==> src/rtl/edv_pkg.sv <==
// ----------------------------------------------------------------------------
// edv_pkg
// Shared types and constants of the echo distance validator: register map,
// reset values, distance conversion constants and the result word.
// ----------------------------------------------------------------------------
package edv_pkg;

    // Register indexes (byte address = 4 * index)
    localparam logic [2:0] REG_FILTER_CYCLES = 3'd0;
    localparam logic [2:0] REG_NOISE_TOL_PCT = 3'd1;
    localparam logic [2:0] REG_FAR_THRESH    = 3'd2;
    localparam logic [2:0] REG_NEAR_THRESH   = 3'd3;
    localparam logic [2:0] REG_CONTACT_THRESH = 3'd4;

    // Reset values of the registers
    localparam logic [3:0] RST_FILTER_CYCLES  = 4'd3;
    localparam logic [6:0] RST_NOISE_TOL_PCT  = 7'd10;
    localparam logic [8:0] RST_FAR_THRESH     = 9'd50;
    localparam logic [8:0] RST_NEAR_THRESH    = 9'd20;
    localparam logic [8:0] RST_CONTACT_THRESH = 9'd4;

    // Echo width window giving a distance of 2..400 cm
    localparam logic [31:0] MIN_ECHO_US = 32'd117;
    localparam logic [31:0] MAX_ECHO_US = 32'd23381;

    // floor(w * 343 / 20000) == (w * DIST_RECIP) >> DIST_SHIFT for w <= 23381
    localparam logic [23:0] DIST_RECIP = 24'd9207337;
    localparam int          DIST_SHIFT = 29;

    // Tolerance limits in cm
    localparam logic [8:0] SHORT_RANGE_CM = 9'd20;
    localparam logic [8:0] SHORT_TOL_CM   = 9'd2;
    localparam logic [8:0] CHANGE_STEP_CM = 9'd1;

    typedef enum logic [2:0] {
        PH_NONE        = 3'd0,
        PH_DISTANT     = 3'd1,
        PH_APPROACHING = 3'd2,
        PH_NEAR        = 3'd3,
        PH_CONTACT     = 3'd4
    } t_phase;

    typedef struct packed {
        logic [3:0] filter_cycles;
        logic [6:0] noise_tol_pct;
        logic [8:0] far_cm;
        logic [8:0] near_cm;
        logic [8:0] contact_cm;
    } t_cfg;

    typedef struct packed {
        logic [8:0] reference_cm;
        logic       has_reference;
        logic       confirmed;
        logic       object_detected;
        logic       changed;
        t_phase     phase;
    } t_result;

endpackage

==> src/rtl/edv_dist_conv.sv <==
// ----------------------------------------------------------------------------
// edv_dist_conv
// Converts an echo width in microseconds to a distance in centimetres and
// flags whether it falls inside the usable 2..400 cm window.
// ----------------------------------------------------------------------------
module edv_dist_conv
    import edv_pkg::*;
#(
    parameter int WIDTH_BITS = 16
) (
    input  logic [WIDTH_BITS-1:0] i_width_us,
    output logic                  o_valid,
    output logic [8:0]            o_dist_cm
);

    logic [31:0] w_width_ext;
    logic [38:0] w_prod;
    logic [38:0] w_scaled;

    assign w_width_ext = 32'(i_width_us);

    // Window check on the full width; zero is below the window
    assign o_valid = (w_width_ext >= MIN_ECHO_US) && (w_width_ext <= MAX_ECHO_US);

    // Divide by 20000 through a reciprocal; exact across the window
    assign w_prod    = 39'(w_width_ext[14:0]) * 39'(DIST_RECIP);
    assign w_scaled  = w_prod >> DIST_SHIFT;
    assign o_dist_cm = w_scaled[8:0];

endmodule

==> src/rtl/edv_tracker.sv <==
// ----------------------------------------------------------------------------
// edv_tracker
// Holds the reference distance, confidence counter and stable flag, and
// forms the result word for each processed reading.
// ----------------------------------------------------------------------------
module edv_tracker
    import edv_pkg::*;
(
    input  logic       i_clk,
    input  logic       i_rst_n,
    input  logic       i_fire,
    input  logic       i_action,
    input  logic       i_dist_valid,
    input  logic [8:0] i_dist_cm,
    input  t_cfg       i_cfg,
    output t_result    o_result
);

    logic [8:0]  r_ref;
    logic        r_has_ref;
    logic [3:0]  r_cnt;
    logic        r_stable;
    logic [8:0]  n_ref;
    logic        n_has_ref;
    logic [3:0]  n_cnt;
    logic        n_stable;

    logic [8:0]  w_diff;
    logic [15:0] w_tol_prod;
    logic [8:0]  w_tol;
    logic        w_agree;
    logic [3:0]  w_cnt_dec;
    logic [3:0]  w_cnt_inc;
    logic        w_confirmed;
    logic        w_changed;
    logic        w_detected;
    t_phase      w_phase;

    // Distance between reading and reference
    assign w_diff = (i_dist_cm > r_ref) ? (i_dist_cm - r_ref) : (r_ref - i_dist_cm);

    // Tolerance: fixed at short range, else min(ref*pct/100, 4)
    assign w_tol_prod = 16'(r_ref) * 16'(i_cfg.noise_tol_pct);
    always_comb begin
        if (r_ref <= SHORT_RANGE_CM) begin
            w_tol = SHORT_TOL_CM;
        end else if (w_tol_prod >= 16'd400) begin
            w_tol = 9'd4;
        end else if (w_tol_prod >= 16'd300) begin
            w_tol = 9'd3;
        end else if (w_tol_prod >= 16'd200) begin
            w_tol = 9'd2;
        end else if (w_tol_prod >= 16'd100) begin
            w_tol = 9'd1;
        end else begin
            w_tol = 9'd0;
        end
    end
    assign w_agree = (w_diff <= w_tol);

    assign w_cnt_dec = (r_cnt != 4'd0) ? (r_cnt - 4'd1) : 4'd0;
    assign w_cnt_inc = (r_cnt < i_cfg.filter_cycles) ? (r_cnt + 4'd1) : r_cnt;

    // Next state of the filter
    always_comb begin
        n_ref       = r_ref;
        n_has_ref   = r_has_ref;
        n_cnt       = r_cnt;
        n_stable    = r_stable;
        w_confirmed = 1'b0;
        w_changed   = 1'b0;
        if (i_action) begin
            n_ref     = '0;
            n_has_ref = 1'b0;
            n_cnt     = '0;
            n_stable  = 1'b0;
        end else if (!i_dist_valid) begin
            n_cnt = w_cnt_dec;
            if (w_cnt_dec == 4'd0) begin
                n_stable = 1'b0;
            end
        end else if (!r_has_ref) begin
            n_ref     = i_dist_cm;
            n_has_ref = 1'b1;
            n_cnt     = 4'd1;
            n_stable  = 1'b0;
        end else if (w_agree) begin
            n_cnt = w_cnt_inc;
            if (w_cnt_inc >= i_cfg.filter_cycles) begin
                n_ref       = i_dist_cm;
                n_stable    = 1'b1;
                w_confirmed = 1'b1;
                w_changed   = (w_diff > CHANGE_STEP_CM);
            end
        end else begin
            n_cnt = w_cnt_dec;
            if (w_cnt_dec == 4'd0) begin
                n_stable  = 1'b0;
                w_changed = 1'b1;
                n_ref     = i_dist_cm;
                n_cnt     = 4'd1;
            end
        end
    end

    // Approach phase from the updated reference
    assign w_detected = n_has_ref && n_stable;
    always_comb begin
        if (!w_detected) begin
            w_phase = PH_NONE;
        end else if (n_ref >= i_cfg.far_cm) begin
            w_phase = PH_DISTANT;
        end else if (n_ref >= i_cfg.near_cm) begin
            w_phase = PH_APPROACHING;
        end else if (n_ref >= i_cfg.contact_cm) begin
            w_phase = PH_NEAR;
        end else begin
            w_phase = PH_CONTACT;
        end
    end

    always_comb begin
        o_result.reference_cm    = n_ref;
        o_result.has_reference   = n_has_ref;
        o_result.confirmed       = w_confirmed;
        o_result.object_detected = w_detected;
        o_result.changed         = w_changed;
        o_result.phase           = w_phase;
    end

    // Commit the state when a reading leaves the input stage
    always_ff @(posedge i_clk) begin
        if (!i_rst_n) begin
            r_ref     <= '0;
            r_has_ref <= 1'b0;
            r_cnt     <= '0;
            r_stable  <= 1'b0;
        end else if (i_fire) begin
            r_ref     <= n_ref;
            r_has_ref <= n_has_ref;
            r_cnt     <= n_cnt;
            r_stable  <= n_stable;
        end
    end

endmodule

==> src/rtl/edv_apb_regs.sv <==
// ----------------------------------------------------------------------------
// edv_apb_regs
// APB register block holding the filter and threshold settings.
// ----------------------------------------------------------------------------
module edv_apb_regs
    import edv_pkg::*;
(
    input  logic        i_clk,
    input  logic        i_rst_n,
    input  logic        psel,
    input  logic        penable,
    input  logic        pwrite,
    input  logic [4:0]  paddr,
    input  logic [31:0] pwdata,
    output logic [31:0] prdata,
    output logic        pready,
    output t_cfg        o_cfg
);

    t_cfg r_cfg;
    logic w_wr;

    assign pready = 1'b1;
    assign w_wr   = psel && penable && pwrite;
    assign o_cfg  = r_cfg;

    // Write decode
    always_ff @(posedge i_clk) begin
        if (!i_rst_n) begin
            r_cfg.filter_cycles <= RST_FILTER_CYCLES;
            r_cfg.noise_tol_pct <= RST_NOISE_TOL_PCT;
            r_cfg.far_cm        <= RST_FAR_THRESH;
            r_cfg.near_cm       <= RST_NEAR_THRESH;
            r_cfg.contact_cm    <= RST_CONTACT_THRESH;
        end else if (w_wr) begin
            unique case (paddr[4:2])
                REG_FILTER_CYCLES:  r_cfg.filter_cycles <= pwdata[3:0];
                REG_NOISE_TOL_PCT:  r_cfg.noise_tol_pct <= pwdata[6:0];
                REG_FAR_THRESH:     r_cfg.far_cm        <= pwdata[8:0];
                REG_NEAR_THRESH:    r_cfg.near_cm       <= pwdata[8:0];
                REG_CONTACT_THRESH: r_cfg.contact_cm    <= pwdata[8:0];
                default: ;
            endcase
        end
    end

    // Read mux
    always_comb begin
        unique case (paddr[4:2])
            REG_FILTER_CYCLES:  prdata = 32'(r_cfg.filter_cycles);
            REG_NOISE_TOL_PCT:  prdata = 32'(r_cfg.noise_tol_pct);
            REG_FAR_THRESH:     prdata = 32'(r_cfg.far_cm);
            REG_NEAR_THRESH:    prdata = 32'(r_cfg.near_cm);
            REG_CONTACT_THRESH: prdata = 32'(r_cfg.contact_cm);
            default:            prdata = '0;
        endcase
    end

endmodule

==> src/rtl/echo_distance_validator_core.sv <==
// ----------------------------------------------------------------------------
// echo_distance_validator_core
// Validates ultrasonic echo readings against a filtered reference distance.
// ----------------------------------------------------------------------------
// Usage:
//   Input words (i_action, i_echo_width_us) are taken on i_in_valid when
//   o_in_stall is low. i_action high clears the filter state and yields an
//   all-zero result; otherwise the echo width is turned into centimetres,
//   filtered and classified into an approach phase.
//   One result word per input word leaves on o_out_valid, taken when
//   i_out_stall is low.
//   Path: a taken word sits in the input register, is processed and loaded
//   into the result register once that is empty or i_out_stall is low.
//   Throughput: one word per cycle while i_out_stall is low; the filter
//   update between the input and result registers is combinational.
//   While the receiver stalls the result register holds; a new word is
//   still taken into an empty input register, after which o_in_stall rises.
//   Settings are to be written over the APB port while the block is idle;
//   the block itself does not enforce this.
//   Reset (synchronous, active low) empties both registers, clears the
//   filter state and loads the default settings.
// ----------------------------------------------------------------------------
module echo_distance_validator_core
    import edv_pkg::*;
#(
    parameter int WIDTH_BITS = 16
) (
    input  logic                  i_clk,
    input  logic                  i_rst_n,
    // Input channel
    input  logic                  i_in_valid,
    output logic                  o_in_stall,
    input  logic                  i_action,
    input  logic [WIDTH_BITS-1:0] i_echo_width_us,
    // Output channel
    output logic                  o_out_valid,
    input  logic                  i_out_stall,
    output logic [8:0]            o_reference_cm,
    output logic                  o_has_reference,
    output logic                  o_confirmed,
    output logic                  o_object_detected,
    output logic                  o_changed,
    output logic [2:0]            o_phase,
    // Configuration
    input  logic                  psel,
    input  logic                  penable,
    input  logic                  pwrite,
    input  logic [4:0]            paddr,
    input  logic [31:0]           pwdata,
    output logic [31:0]           prdata,
    output logic                  pready
);

    logic                  r_in_valid;
    logic                  r_in_action;
    logic [WIDTH_BITS-1:0] r_in_width;
    logic                  r_out_valid;
    t_result               r_out;

    logic    w_advance;
    logic    w_fire;
    logic    w_dist_valid;
    logic [8:0] w_dist_cm;
    t_cfg    w_cfg;
    t_result w_result;

    // Pipeline flow control
    assign w_advance  = !r_out_valid || !i_out_stall;
    assign w_fire     = r_in_valid && w_advance;
    assign o_in_stall = r_in_valid && !w_advance;

    edv_apb_regs u_regs (
        .i_clk   (i_clk),
        .i_rst_n (i_rst_n),
        .psel    (psel),
        .penable (penable),
        .pwrite  (pwrite),
        .paddr   (paddr),
        .pwdata  (pwdata),
        .prdata  (prdata),
        .pready  (pready),
        .o_cfg   (w_cfg)
    );

    edv_dist_conv #(
        .WIDTH_BITS (WIDTH_BITS)
    ) u_dist (
        .i_width_us (r_in_width),
        .o_valid    (w_dist_valid),
        .o_dist_cm  (w_dist_cm)
    );

    edv_tracker u_tracker (
        .i_clk        (i_clk),
        .i_rst_n      (i_rst_n),
        .i_fire       (w_fire),
        .i_action     (r_in_action),
        .i_dist_valid (w_dist_valid),
        .i_dist_cm    (w_dist_cm),
        .i_cfg        (w_cfg),
        .o_result     (w_result)
    );

    // Input register: load on accept, empty when the word moves on
    always_ff @(posedge i_clk) begin
        if (!i_rst_n) begin
            r_in_valid <= 1'b0;
        end else if (!o_in_stall) begin
            r_in_valid <= i_in_valid;
        end
    end

    always_ff @(posedge i_clk) begin
        if (i_in_valid && !o_in_stall) begin
            r_in_action <= i_action;
            r_in_width  <= i_echo_width_us;
        end
    end

    // Result register: hold while the receiver stalls
    always_ff @(posedge i_clk) begin
        if (!i_rst_n) begin
            r_out_valid <= 1'b0;
        end else if (w_advance) begin
            r_out_valid <= r_in_valid;
        end
    end

    always_ff @(posedge i_clk) begin
        if (w_fire) begin
            r_out <= w_result;
        end
    end

    assign o_out_valid       = r_out_valid;
    assign o_reference_cm    = r_out.reference_cm;
    assign o_has_reference   = r_out.has_reference;
    assign o_confirmed       = r_out.confirmed;
    assign o_object_detected = r_out.object_detected;
    assign o_changed         = r_out.changed;
    assign o_phase           = r_out.phase;

`ifndef NO_ASSERTIONS
    // Detection needs a reference
    a_detect_has_ref: assert property (@(posedge i_clk) disable iff (!i_rst_n)
        (o_out_valid && o_object_detected) |-> o_has_reference)
        else $error("object detected without reference");

    // A phase is reported exactly when an object is detected
    a_phase_detect: assert property (@(posedge i_clk) disable iff (!i_rst_n)
        o_out_valid |-> ((o_phase != PH_NONE) == o_object_detected))
        else $error("phase and detection disagree");

    // A confirmed reading leaves the filter stable
    a_confirm_detect: assert property (@(posedge i_clk) disable iff (!i_rst_n)
        (o_out_valid && o_confirmed) |-> o_object_detected)
        else $error("confirmed reading not detected");

    // No reference means a zero distance
    a_noref_zero: assert property (@(posedge i_clk) disable iff (!i_rst_n)
        (o_out_valid && !o_has_reference) |-> (o_reference_cm == '0))
        else $error("reference distance without reference");
`endif

endmodule

==> config.mk <==
export PLATFORM = sky130hd
export DESIGN_NAME = echo_distance_validator_core
export DESIGN_NICKNAME = d
export VERILOG_FILES = /design/src/rtl/edv_pkg.sv /design/src/rtl/edv_dist_conv.sv /design/src/rtl/edv_tracker.sv /design/src/rtl/edv_apb_regs.sv /design/src/rtl/echo_distance_validator_core.sv
export SDC_FILE = /design/constraint.sdc
export NUM_CORES = 1
export LEC_CHECK = 0
export BUFFER_PORTS_ARGS = -buffer_cell sky130_fd_sc_hd__buf_2
export CAP_MARGIN = 20
export CORE_ASPECT_RATIO = 0.9
export CORE_MARGIN = 2
export CORE_UTILIZATION = 34
export CTS_CLUSTER_SIZE = 16
export DETAILED_ROUTE_END_ITERATION = 10
export GPL_ROUTABILITY_DRIVEN = 0
export GPL_TIMING_DRIVEN = 1
export PLACE_DENSITY = 0.55
export SLEW_MARGIN = 20
export SYNTH_ARGS = -nofsm -noshare
export SYNTH_HDL_FRONTEND = slang
export SYNTH_HIERARCHICAL = 1
export SYNTH_SLANG_ARGS = --single-unit
==> constraint.sdc <==
create_clock -name i_clk -period 36.2 [get_ports i_clk]
set_input_delay 7.24 -clock i_clk [delete_from_list [all_inputs] [get_ports i_clk]]
set_output_delay 7.24 -clock i_clk [all_outputs]
set_load 0.01 [all_outputs]
# Yosys cells after proc, flatten, opt, wreduce, memory -nomap -nowiden

Cells that the tools add are included.

Flip-flop bits (word level): 88
Bits in latches: 0
Bits in writable memories: 0
Memory bits (read-only): 0
Input bits: 61
Output and inout port bits: 51
Logic and storage cells: 109
Memories kept: 0

Add/subtract/negate cells: 4
$mul: 2
Div/mod/pow operators: 0
$lt $le $gt $ge: 15
Eq/ne operators: 4
Shift-type cells: 0
Mux-type cells: 35
Bitwise gates (word level): 4
Reduce and logical (&&, ||, !) cells: 24

Operators by type and width:

| kind                                                                                  | number |
|---|---|
| 9-bit 2-to-1 mux                                                                      | 11 |
| 9-bit one-hot mux with 5 select lines                                                 | 1 |
| 15-bit by 24-bit multiplier with 38-bit output (second input constant)                | 1 |
| 16-bit by 7-bit greater-or-equal comparator with 1-bit output (second input constant) | 2 |
| 16-bit by 9-bit greater-or-equal comparator with 1-bit output (second input constant) | 2 |
| 4-bit 2-to-1 mux                                                                      | 7 |
| 9-bit greater-or-equal comparator                                                     | 3 |
| 9-bit subtractor                                                                      | 2 |
| 16-bit by 8-bit greater-or-equal comparator with 1-bit output (second input constant) | 1 |
| 16-bit by 15-bit less-or-equal comparator with 1-bit output (second input constant)   | 1 |
| 9-bit by 7-bit multiplier with 16-bit output                                          | 1 |
| 1-bit 2-to-1 mux                                                                      | 14 |
| 2-bit AND reduction                                                                   | 5 |
| 9-bit by 1-bit > comparator with 1-bit output (second input constant)                 | 1 |
| 9-bit > comparator                                                                    | 1 |
| 9-bit by 5-bit less-or-equal comparator with 1-bit output (second input constant)     | 1 |
| 9-bit less-or-equal comparator                                                        | 1 |
| 1-bit logical AND                                                                     | 7 |
| 3-bit by 2-bit equality test with 1-bit output (second input constant)                | 2 |
| 3-bit OR reduction                                                                    | 2 |
| 4-bit by 1-bit adder with 4-bit output (second input constant)                        | 1 |
| 4-bit greater-or-equal comparator                                                     | 1 |
| 1-bit logical NOT                                                                     | 4 |
| 4-bit logical NOT                                                                     | 1 |
| 12 further kinds                                                                      | 15 |

# Logic depth before layout (Yosys ltp)

Gate-level depths: netlist of the first run.

Word-level depth: 16
Mapped depth: 48
Gate-level depth less buffers: 45

# Modules after synthesis

Netlist of the first run, hierarchy kept.

Modules (own cells, without submodules):

| module                       | instances | cells an instance | area an instance (um^2) |
|---|---|---|---|
| edv_dist_conv                | 1         | 568               | 5401.4 |
| edv_tracker                  | 1         | 657               | 5196.2 |
| edv_apb_regs                 | 1         | 217               | 1978.1 |
| echo_distance_validator_core | 1         | 41                | 1074.8 |

# Worst setup path before layout of the first run

No wires, ideal clock.

Kind: in2out
Start: input port paddr[2]
End: output port prdata[0]
Arrival time: 8.065 ns
Slack: 20.895 ns
Cell stages on the path: 4
Cell sequence: buf_2 > nor2b_1 > a22oi_1 > o22ai_1

Word-level cells in the longest chain between the ends: 2

RTL lines:

| element                                     | line                               | text |
|---|---|---|
| start, declared                             | echo_distance_validator_core.sv:48 | `input logic [4:0] paddr,` |
| 3-bit equality test (tied with other cells) | edv_apb_regs.sv:49                 | `unique case (paddr[4:2])` |
| 9-bit one-hot mux with 5 select lines (*)   | edv_apb_regs.sv:49                 |  |
| end, declared                               | echo_distance_validator_core.sv:50 | `output logic [31:0] prdata,` |

Mark *: on every way between the ends. The rest lies on a longest branch, timed or not.

# Worst setup path in the final report of the first run

Start: input port paddr[2]
End: output port prdata[2]

The elaborated chain is that of the path after synthesis.

==> results of run 1 <==
## metrics by stage
step / instance area, µm² / cells
3_5_place_dp: 14400 / 2039
4_1_cts: 14700 / 2055
6_report: 14700 / 2055
3_3_place_gp: 14400 / 2039
2_1_floorplan: 13700 / 1505
5_1_grt: 14700 / 2055
## per-layer routing
layer  GRT usage  up-vias  part of all wire
li1            -     5099                 -
met1       0.213     5045              0.47
met2       0.267      159              0.48
met3      0.0154       31             0.028
met4      0.0317        0             0.017
met5           0        -                 0
## logic make-up after synthesis
group                      after synthesis  share of synthesized area
AOI/OAI and AO/OA                      278                      0.144
xor gates and xnor gates                17                     0.0109
adders and majority gates              372                      0.410
buffers and inverters                  324                      0.100
DFF                                     88                      0.153
muxes                                   55                     0.0412
other                                    2                   0.000550
and+or+nand+nor                        347                      0.140
## layout by cell type (no fill, tap or decap), types with 43 or more instances in the layout
master / n
inv_1: 257
ha_1: 246
fa_1: 126
nand2_1: 87
buf_2: 62
a21oi_1: 57
dfxtp_1: 55
and2_1: 50
mux2i_1: 48
nor2_1: 43
o21ai_0: 43
## worst max-delay path, cell delays in order
cell and delay (ns):
buf_2 0.38, nor2b_1 0.44, a22oi_1 0.13, o22ai_1 0.21, buf_2 0.16
## final cells by class
class,instances,area (µm²),area share
Sequential cell,88,2090,0.143
Clock buffer,9,225,0.0154
Tap cell,532,666,0.0454
Inverter,258,968,0.0661
Multi-Input combinational cell,1093,10300,0.702
Clock inverter,7,60.1,0.00410
Timing Repair Buffer,68,355,0.0242
## worst max path at each step
stage | depth (start not counted) | startpoint | slack, ns | endpoint
finish | 5 | paddr[2] | 20.38 | prdata[2]
global route | 5 | paddr[2] | 20.25 | prdata[3]
CTS | 5 | paddr[2] | 20.36 | prdata[2]
detailed placement | 5 | paddr[2] | 20.36 | prdata[2]
global placement | 5 | paddr[2] | 20.42 | prdata[2]
floorplan | 4 | paddr[2] | 20.90 | prdata[0]
## power by group
| group | total, µW | switching (µW) | internal, µW | leakage (µW) |
|---|---|---|---|---|
| sequential | 116 | 8.52 | 108 | 0.000758 |
| combinational | 848 | 516 | 332 | 0.00633 |
| clock | 94.0 | 45.8 | 48.2 | 0.000145 |
| total | 1060 | 570 | 488 | 0.00723 |
## sequential cells by signal, indices dropped and copies added, names as in the netlist
name / flops
u_tracker/r_has_ref: 1
o_has_reference: 1
o_object_detected: 1
o_changed: 1
u_regs/o_cfg: 38
o_out_valid: 1
u_tracker/r_cnt: 4
o_phase: 3
u_tracker/r_ref: 9
o_confirmed: 1
r_in_action: 1
r_in_width: 16
r_in_valid: 1
o_reference_cm: 9
u_tracker/r_stable: 1
==> summary.md, run 1 <==
| Metric | Value |
|---|---|
| Period minus WS final | 15.82 ns |
| Hold Fails Final Rpt | 0 |
| CTS H-Tree Depth | 3 |
| Synth Instances | 1483 |
| I/O Buffers | 62 |
| Largest net degree at the start of global routing | 70 |
| Setup Skew | 0.0141 ns |
| Horiz. Die Dim | 215 µm |
| Via count | 10300 |
| Cells on worst reg2reg path | 44 |
| Drt first pass iters | 5 |
| Final setup viols | 0 |
| CTS Buf Count | 9 |
| R2r endpoint | o_phase[2] |
| GRT Util Overall | 0.156 |
| Least-Margin Pin Slew | 0.977 ns |
| Crit-path max FO | 21 |
| Syn avg cell area | 9.20 µm² |
| Vias/cell | 5.03 |
| Status | completed |
| Number of flops mapped to enable cells by yosys | 33 |
| Vias in the first global route | 10300 |
| CTS clock-pin slew for the worst setup and hold paths | 0.08 ns |
| RSZ-0062 raised after global routing | no |
| Area leader, netlist | ha_1 |
| Setup Fix Bufs, Post-CTS | 0 |
| Synth cell count leaders | inv_1, ha_1, fa_1 |
| Asr flop ratio synth | 0 |
| Setup tns final | 0 ns |
| Final Cycle Share | 0.437 |
| Peak VDD IR | 53.3 µV |
| CP Class | in -> out |
| Post-CTS Hold Buffers | 0 |
| TritonCTS clock tree | built |
| Yosys warns | 6 |
| Root buffer cell | clkbuf_16 |
| Layout cells sized above 1 | 0.0834 |
| Worst-Skew Late Latency | 0.36 ns |
| Worst hold slack | 0.481 ns |
| Die ar. | 41800 µm² |
| Post-CTS resize count | 0 |
| Row count | 69 |
| GRT overflow | 0 |
| Worst EP required | 28.96 ns |
| Flop2flop setup slack | 22.19 ns |
| Initial antenna violation count | 0 |
| Worst path arrival time | 8.58 ns |
| Synth top area cells | ha_1, fa_1, dfxtp_1 |
| Worst hold path type | reg -> reg |
| Pwr Density | 72.2 nW/µm² |
| Post-Syn Area | 13700 µm² |
| Slack of the critical path | 20.38 ns |
| DRC | 0 |
| Min-delay src | u_regs/o_cfg[26] |
| Worst setup SP type | input port |
| Crit Reg-Reg Startpoint | r_in_width[3] |
| Crit path capture type | primary output |
| Pre-CTS worst setup slack | 20.36 ns |
| Slew margin rel. | 0.348 |
| Number of cells on the worst hold path | 2 |
| Top_reg_cell synth | dfxtp_1 |
| WL/cell | 16.1 µm |
| Final Routed Wirelength | 33000 µm |
| Area of the core | 39500 µm² |
| Share of Yosys cell area claimed by the top area cell type | 0.225 |
| 1st-iter DRT viols | 540 |
| Hold EP | u_regs/o_cfg[26] |
| Layout Nets | 1951 |
| Slew Viols, Final | 0 |
| Die height | 194 µm |
| Max Cap Violations | 0 |
| Pleak | 0.00723 µW |
| Seq/Total Area, Yosys | 0.153 |
| Max clock buf depth | 2 |
| Final ANT Viol Nets | 0 |
| Post-synth cell types | 95 |
| Top-count cell post-synth | inv_1 |
| Diodes inserted | 0 |
| Fill cells | 4043 |
| Initial core utilization | 0.345 |
| Io pins | 112 |
| Fin util | 0.371 |
| Design Power | 1060 µW |
| Fmax | 63.2 MHz |
| First-pass GRT wire length | 53200 µm |
| Hpwl dp | 26900 µm |
| Clock sinks | 88 |
| FF+latch count, synth | 88 |
| Synthesis-to-finish area growth | 7.38% |
(Power assumes the default switching activity.)
==> run 2, diff against run 1 <==
--- a/config.mk
+++ b/config.mk
@@ -14,7 +14,7 @@
 export DETAILED_ROUTE_END_ITERATION = 10
 export GPL_ROUTABILITY_DRIVEN = 0
 export GPL_TIMING_DRIVEN = 1
-export PLACE_DENSITY = 0.55
+export PLACE_DENSITY = 0.57
 export SLEW_MARGIN = 20
 export SYNTH_ARGS = -nofsm -noshare
 export SYNTH_HDL_FRONTEND = slang
==> constraint.sdc (replaced) <==
create_clock -name i_clk -period 12.67 [get_ports i_clk]
set_input_delay 2.534 -clock i_clk [delete_from_list [all_inputs] [get_ports i_clk]]
set_output_delay 2.534 -clock i_clk [all_outputs]
set_load 0.01 [all_outputs]
==> summary.md, run 2 (same netlist as run 1, synthesis figures left out) <==
| Metric | Value |
|---|---|
| Number of cells on the worst hold path | 2 (unchanged) |
| Hold EP | u_regs/o_cfg[3] (was u_regs/o_cfg[26]) |
| Global Route met1 Usage | 0.233 (was 0.213) |
| Crit path capture type | register (was primary output) |
| CTS H-Tree Depth | 3 (unchanged) |
| RSZ-0062 raised after global routing | no (unchanged) |
| Drt first pass iters | 5 (unchanged) |
| Design Power | 3130 µW (was 1060 µW) |
| Synthesis-to-finish area growth | 10.1% (was 7.38%) |
| Fmax | 83.5 MHz |
| First-pass GRT wire length | 54300 µm (was 53200 µm) |
| Worst-Skew Late Latency | 0.36 ns (about the same) |
| WL/cell | 15.8 µm (was 16.1 µm) |
| TritonCTS clock tree | built (unchanged) |
| Min-delay src | u_regs/o_cfg[3] (was u_regs/o_cfg[26]) |
| Largest net degree at the start of global routing | 70 (unchanged) |
| Clock sinks | 88 (unchanged) |
| Setup Skew | 0.0163 ns (was 0.0141 ns) |
| Commonest non-fill, non-tap cells in the layout | inv_1, ha_1, fa_1 (unchanged) |
| Crit-path max FO | 9 (was 21) |
| Post-CTS Hold Buffers | 0 (unchanged) |
| Via count | 10500 (was 10300) |
| Worst hold path type | reg -> reg (unchanged) |
| Io pins | 112 (unchanged) |
| Vias in the first global route | 10400 (was 10300) |
| CP max stage delay | 0.54 ns (was 0.44 ns) |
| Cells on worst reg2reg path | 44 (unchanged) |
| Final Routed Wirelength | 33100 µm (was 33000 µm) |
| 1st-iter DRT viols | 556 (was 540) |
| Slowest cell on the critical path | fa_1 (was nor2b_1) |
| Setup Fix Bufs, Post-CTS | 0 (unchanged) |
| Row count | 69 (unchanged) |
| Setup tns final | 0 ns (unchanged) |
| Layer with the highest usage | met2 (unchanged) |
| Crit Reg-Reg Startpoint | r_in_width[12] (was r_in_width[3]) |
| DRC | 0 (unchanged) |
| Layout Nets | 1988 (was 1951) |
| Vias/cell | 5.03 (about the same) |
| Area of the core | 39500 µm² (unchanged) |
| Largest register FFs | 38 (unchanged) |
| CTS clock-pin slew for the worst setup and hold paths | 0.07 ns (was 0.08 ns) |
| CP Class | reg -> reg (was in -> out) |
| Pleak | 0.00745 µW (was 0.00723 µW) |
| Slew margin rel. | 0.258 (was 0.348) |
| Max clock buf depth | 2 (unchanged) |
| Worst path arrival time | 12.14 ns (was 8.58 ns) |
| I/O Buffers | 62 (unchanged) |
| Worst setup SP type | register (was input port) |
| Hold Fails Final Rpt | 0 (unchanged) |
| Die height | 194 µm (unchanged) |
| Die ar. | 41800 µm² (unchanged) |
| GR Util met2 | 0.255 (was 0.267) |
| Worst EP required | 12.84 ns (was 28.96 ns) |
| Most frequent CP cell | ha_1 (was buf_2) |
| Status | completed (unchanged) |
| Flop2flop setup slack | 0.70 ns (was 22.19 ns) |
| Least-Margin Pin Slew | 1.11 ns (was 0.977 ns) |
| Pwr Density | 209 nW/µm² (was 72.2 nW/µm²) |
| Inst Count DP | 2076 (was 2039) |
| Root buffer cell | clkbuf_16 (unchanged) |
| Post-CTS resize count | 0 (unchanged) |
| Hpwl dp | 27300 µm (was 26900 µm) |
| GRT overflow | 0 (unchanged) |
| Area of the multi-input gates | 10400 µm² (was 10300 µm²) |
| Final ANT Viol Nets | 0 (unchanged) |
| Fill cells | 4065 (was 4043) |
| Final Cycle Share | 0.945 |
| Horiz. Die Dim | 215 µm (unchanged) |
| Diodes inserted | 0 (unchanged) |
| Max Cap Violations | 0 (unchanged) |
| R2r endpoint | o_phase[2] (unchanged) |
| Layout cells sized above 1 | 0.111 (was 0.0834) |
| Storage cell area | 2090 µm² (unchanged) |
| Met3 Usage GRT | 0.0173 (was 0.0154) |
| Initial antenna violation count | 1 (was 0) |
| Commonest non-fill, non-tap cell in the layout | inv_1 (unchanged) |
| Initial core utilization | 0.345 (unchanged) |
| Slew Viols, Final | 0 (unchanged) |
| Peak VDD IR | 187 µV (was 53.3 µV) |
| GRT Util Overall | 0.159 (was 0.156) |
| Final setup viols | 0 (unchanged) |
| Period minus WS final | 11.97 ns |
| Non-Filler Instances | 2092 (was 2055) |
| CTS Buf Count | 9 (unchanged) |
-- run 2: final cells by class --
cell class / count / area share
multi-input cells: 1093 / 0.690
flip-flops and latches: 88 / 0.139
inverters: 258 / 0.0644
well taps: 532 / 0.0443
repair buffers: 105 / 0.0424
clock buffers: 9 / 0.0150
clock inverters: 7 / 0.00458
-- run 2: metrics by stage --
step	hold slack, ns	cell area [µm²]	setup slack, ns	utilization
after global placement	0.458	14700	0.429	0.371
final	0.477	15000	0.701	0.380
after CTS	0.477	14900	0.189	0.378
after global routing	0.499	15000	0.0518	0.380
after detailed placement	0.464	14700	0.267	0.371
after floorplan	0.443	13700	1.13	-
-- run 2: per-layer routing --
metal	up-vias	part of all wire
li1	5176	-
met1	5132	0.49
met2	190	0.46
met3	26	0.035
met4	0	0.013
met5	-	0
-- run 2: worst max-delay path by stage --
stage                     slack (ns)  depth (start not counted)         end      startpoint
final                           0.70                         44  o_phase[2]  r_in_width[12]
after global routing            0.05                         45  o_phase[2]   r_in_width[3]
after CTS                       0.19                         43  o_phase[2]  r_in_width[12]
after detailed placement        0.27                         42  o_phase[2]  r_in_width[12]
after global placement          0.43                         43  o_phase[2]  r_in_width[12]
after floorplan                 1.13                         47  o_phase[2]   r_in_width[3]
-- run 2: critical path: cells and delay by family (launching register included) --
family                     cells  cell delay, ns
DFF                            1            0.42
xor gates and xnor gates       1            0.23
adders and majority gates     10            3.91
and+or+nand+nor               10            2.49
buffers and inverters          5            0.56
muxes                          2            0.66
AOI/OAI and AO/OA             16            3.52
-- run 2: power breakdown --
group / internal [µW] / switching [µW]
logic: 1040 / 1510
registers: 308 / 14.8
clock network: 139 / 128
total: 1480 / 1650
==> run 3, diff against run 2 <==
--- a/config.mk
+++ b/config.mk
@@ -15,6 +15,7 @@
 export GPL_ROUTABILITY_DRIVEN = 0
 export GPL_TIMING_DRIVEN = 1
 export PLACE_DENSITY = 0.57
+export REMOVE_ABC_BUFFERS = 1
 export SLEW_MARGIN = 20
 export SYNTH_ARGS = -nofsm -noshare
 export SYNTH_HDL_FRONTEND = slang
==> summary.md, run 3 (same netlist as run 1, synthesis figures left out) <==
| Metric | Value |
|---|---|
| Setup Skew | 0.0142 ns (was 0.0163 ns) |
| Post-CTS Hold Buffers | 0 (unchanged) |
| Row count | 69 (unchanged) |
| Final ANT Viol Nets | 0 (unchanged) |
| Slew margin rel. | 0.450 (was 0.258) |
| Vias in the first global route | 10600 (was 10400) |
| Final Cycle Share | 0.956 (was 0.945) |
| Via count | 10400 (was 10500) |
| Commonest non-fill, non-tap cell in the layout | inv_1 (unchanged) |
| Slowest cell on the critical path | fa_2 (was fa_1) |
| Pre-CTS worst setup slack | 0.385 ns (was 0.267 ns) |
| 1st-iter DRT viols | 553 (was 556) |
| Setup tns final | 0 ns (unchanged) |
| CP Class | reg -> reg (unchanged) |
| Largest net degree at the start of global routing | 70 (unchanged) |
| Number of cells on the worst hold path | 2 (unchanged) |
| Hpwl dp | 27400 µm (was 27300 µm) |
| R2r endpoint | o_phase[0] (was o_phase[2]) |
| GRT Util Overall | 0.159 (about the same) |
| Flop2flop setup slack | 0.56 ns (was 0.70 ns) |
| First-pass GRT wire length | 54500 µm (was 54300 µm) |
| Die ar. | 41800 µm² (unchanged) |
| Min-delay src | u_regs/o_cfg[3] (unchanged) |
| Worst hold path type | reg -> reg (unchanged) |
| Io pins | 112 (unchanged) |
| Area of the core | 39500 µm² (unchanged) |
| Worst setup SP type | register (unchanged) |
| Post-route design area | 15100 µm² (was 15000 µm²) |
| Initial core utilization | 0.345 (unchanged) |
| Max Cap Violations | 0 (unchanged) |
| Root buffer cell | clkbuf_16 (unchanged) |
| Worst-Skew Late Latency | 0.36 ns (about the same) |
| Clock sinks | 88 (unchanged) |
| Largest register FFs | 38 (unchanged) |
| Slew Viols, Final | 0 (unchanged) |
| Synthesis-to-finish area growth | 10.3% (was 10.1%) |
| Most frequent CP cell | a21o_1 (was ha_1) |
| Crit path capture type | register (unchanged) |
| Initial antenna violation count | 1 (unchanged) |
| I/O Buffers | 62 (unchanged) |
| Commonest non-fill, non-tap cells in the layout | inv_1, ha_1, fa_1 (unchanged) |
| Dpl cell area | 14600 µm² (was 14700 µm²) |
| Worst path arrival time | 12.21 ns (was 12.14 ns) |
| Cells on worst reg2reg path | 45 (was 44) |
| Layout Nets | 1987 (was 1988) |
| Pwr Density | 208 nW/µm² (was 209 nW/µm²) |
| Fin util | 0.381 (was 0.380) |
| TritonCTS clock tree | built (unchanged) |
| Crit Reg-Reg Startpoint | r_in_width[3] (was r_in_width[12]) |
| Least-Margin Pin Slew | 0.824 ns (was 1.11 ns) |
| Diodes inserted | 0 (unchanged) |
| Peak VDD IR | 139 µV (was 187 µV) |
| Hold EP | u_regs/o_cfg[3] (unchanged) |
| Pleak | 0.00743 µW (was 0.00745 µW) |
| Layout cells sized above 1 | 0.115 (was 0.111) |
| CTS H-Tree Depth | 3 (unchanged) |
| DRC | 0 (unchanged) |
| WL/cell | 15.8 µm (about the same) |
| Hold Fails Final Rpt | 0 (unchanged) |
| Worst hold slack | 0.477 ns (about the same) |
| Die height | 194 µm (unchanged) |
| CTS Buf Count | 9 (unchanged) |
| Vias/cell | 4.99 (was 5.03) |
| Fmax | 82.6 MHz (was 83.5 MHz) |
| Horiz. Die Dim | 215 µm (unchanged) |
| Final setup viols | 0 (unchanged) |
| Max clock buf depth | 2 (unchanged) |
| CP max stage delay | 0.66 ns (was 0.54 ns) |
| Slack of the critical path | 0.559 ns (was 0.701 ns) |
| CTS clock-pin slew for the worst setup and hold paths | 0.07 ns (about the same) |
| Final Routed Wirelength | 33000 µm (was 33100 µm) |
| Fill cells | 4101 (was 4065) |
| Worst EP required | 12.77 ns (was 12.84 ns) |
| Period minus WS final | 12.11 ns (was 11.97 ns) |
| Crit-path max FO | 9 (unchanged) |
| GRT overflow | 0 (unchanged) |
| Drt first pass iters | 5 (unchanged) |
| Status | completed (unchanged) |
[run 3: changes by cell type in the layout (fill, tap and decap cells not counted), sizes merged]
cell | previous run | this run
buf | 105 | 104
clkinv | 3 | 2
clkinvlp | 0 | 1
clkbuf | 9 | 10
inv | 262 | 261
[run 3: final cells by class]
type / instances / area, µm² / share of cell area
Clock inverter: 6 / 56.3 / 0.00374
Sequential cell: 88 / 2090 / 0.139
Inverter: 258 / 968 / 0.0643
Timing Repair Buffer: 104 / 629 / 0.0418
Clock buffer: 10 / 250 / 0.0166
Tap cell: 532 / 666 / 0.0442
Multi-Input combinational cell: 1093 / 10400 / 0.690
[run 3: worst max-delay path: cells and delay by family (launching register included)]
kind / cells / cell delay, ns
AO/OA/AOI/OAI: 17 / 3.69
flip-flops: 1 / 0.44
buffers and inverters: 8 / 0.85
AND/OR/NAND/NOR: 8 / 1.73
adder cells (fa/ha/maj): 10 / 4.50
multiplexers: 2 / 0.62
[run 3: worst max-delay path by stage]
stage / endpoint / depth (start not counted) / startpoint / slack (ns)
floorplan: o_phase[2] / 44 / r_in_width[3] / 0.81
global placement: o_phase[2] / 46 / r_in_width[3] / 0.46
finish: o_phase[0] / 45 / r_in_width[3] / 0.56
CTS: o_phase[2] / 46 / r_in_width[3] / 0.33
detailed placement: o_phase[2] / 46 / r_in_width[3] / 0.38
global route: o_phase[0] / 46 / r_in_width[3] / -0.05
[run 3: per-layer routing]
layer  GRT usage  wire length, µm  vias to the layer above
met4      0.0294              438                        0
met2       0.263            15300                      189
met3      0.0204             1320                       29
li1            -                -                     5172
met5           0                0                        -
met1       0.224            16000                     5041
[run 3: report_power, final]
part / switching [µW] / internal (µW) / total [µW]
clock network: 126 / 150 / 275
logic: 1500 / 1030 / 2530
registers: 14.4 / 308 / 322
total: 1640 / 1490 / 3130
[run 3: what timing repair did]
action                     in CTS  in global routing
setup endpoints to repair       0                  3
setup buffers                   0                  1
gates resized for setup         0                 19
[run 3: stage by stage]
step                      instances  power (µW)
after floorplan                1439        2140
after global placement         2074        2770
after detailed placement       2074        2820
after CTS                      2090        3110
after global routing           2091        3490
final                          2091        3130
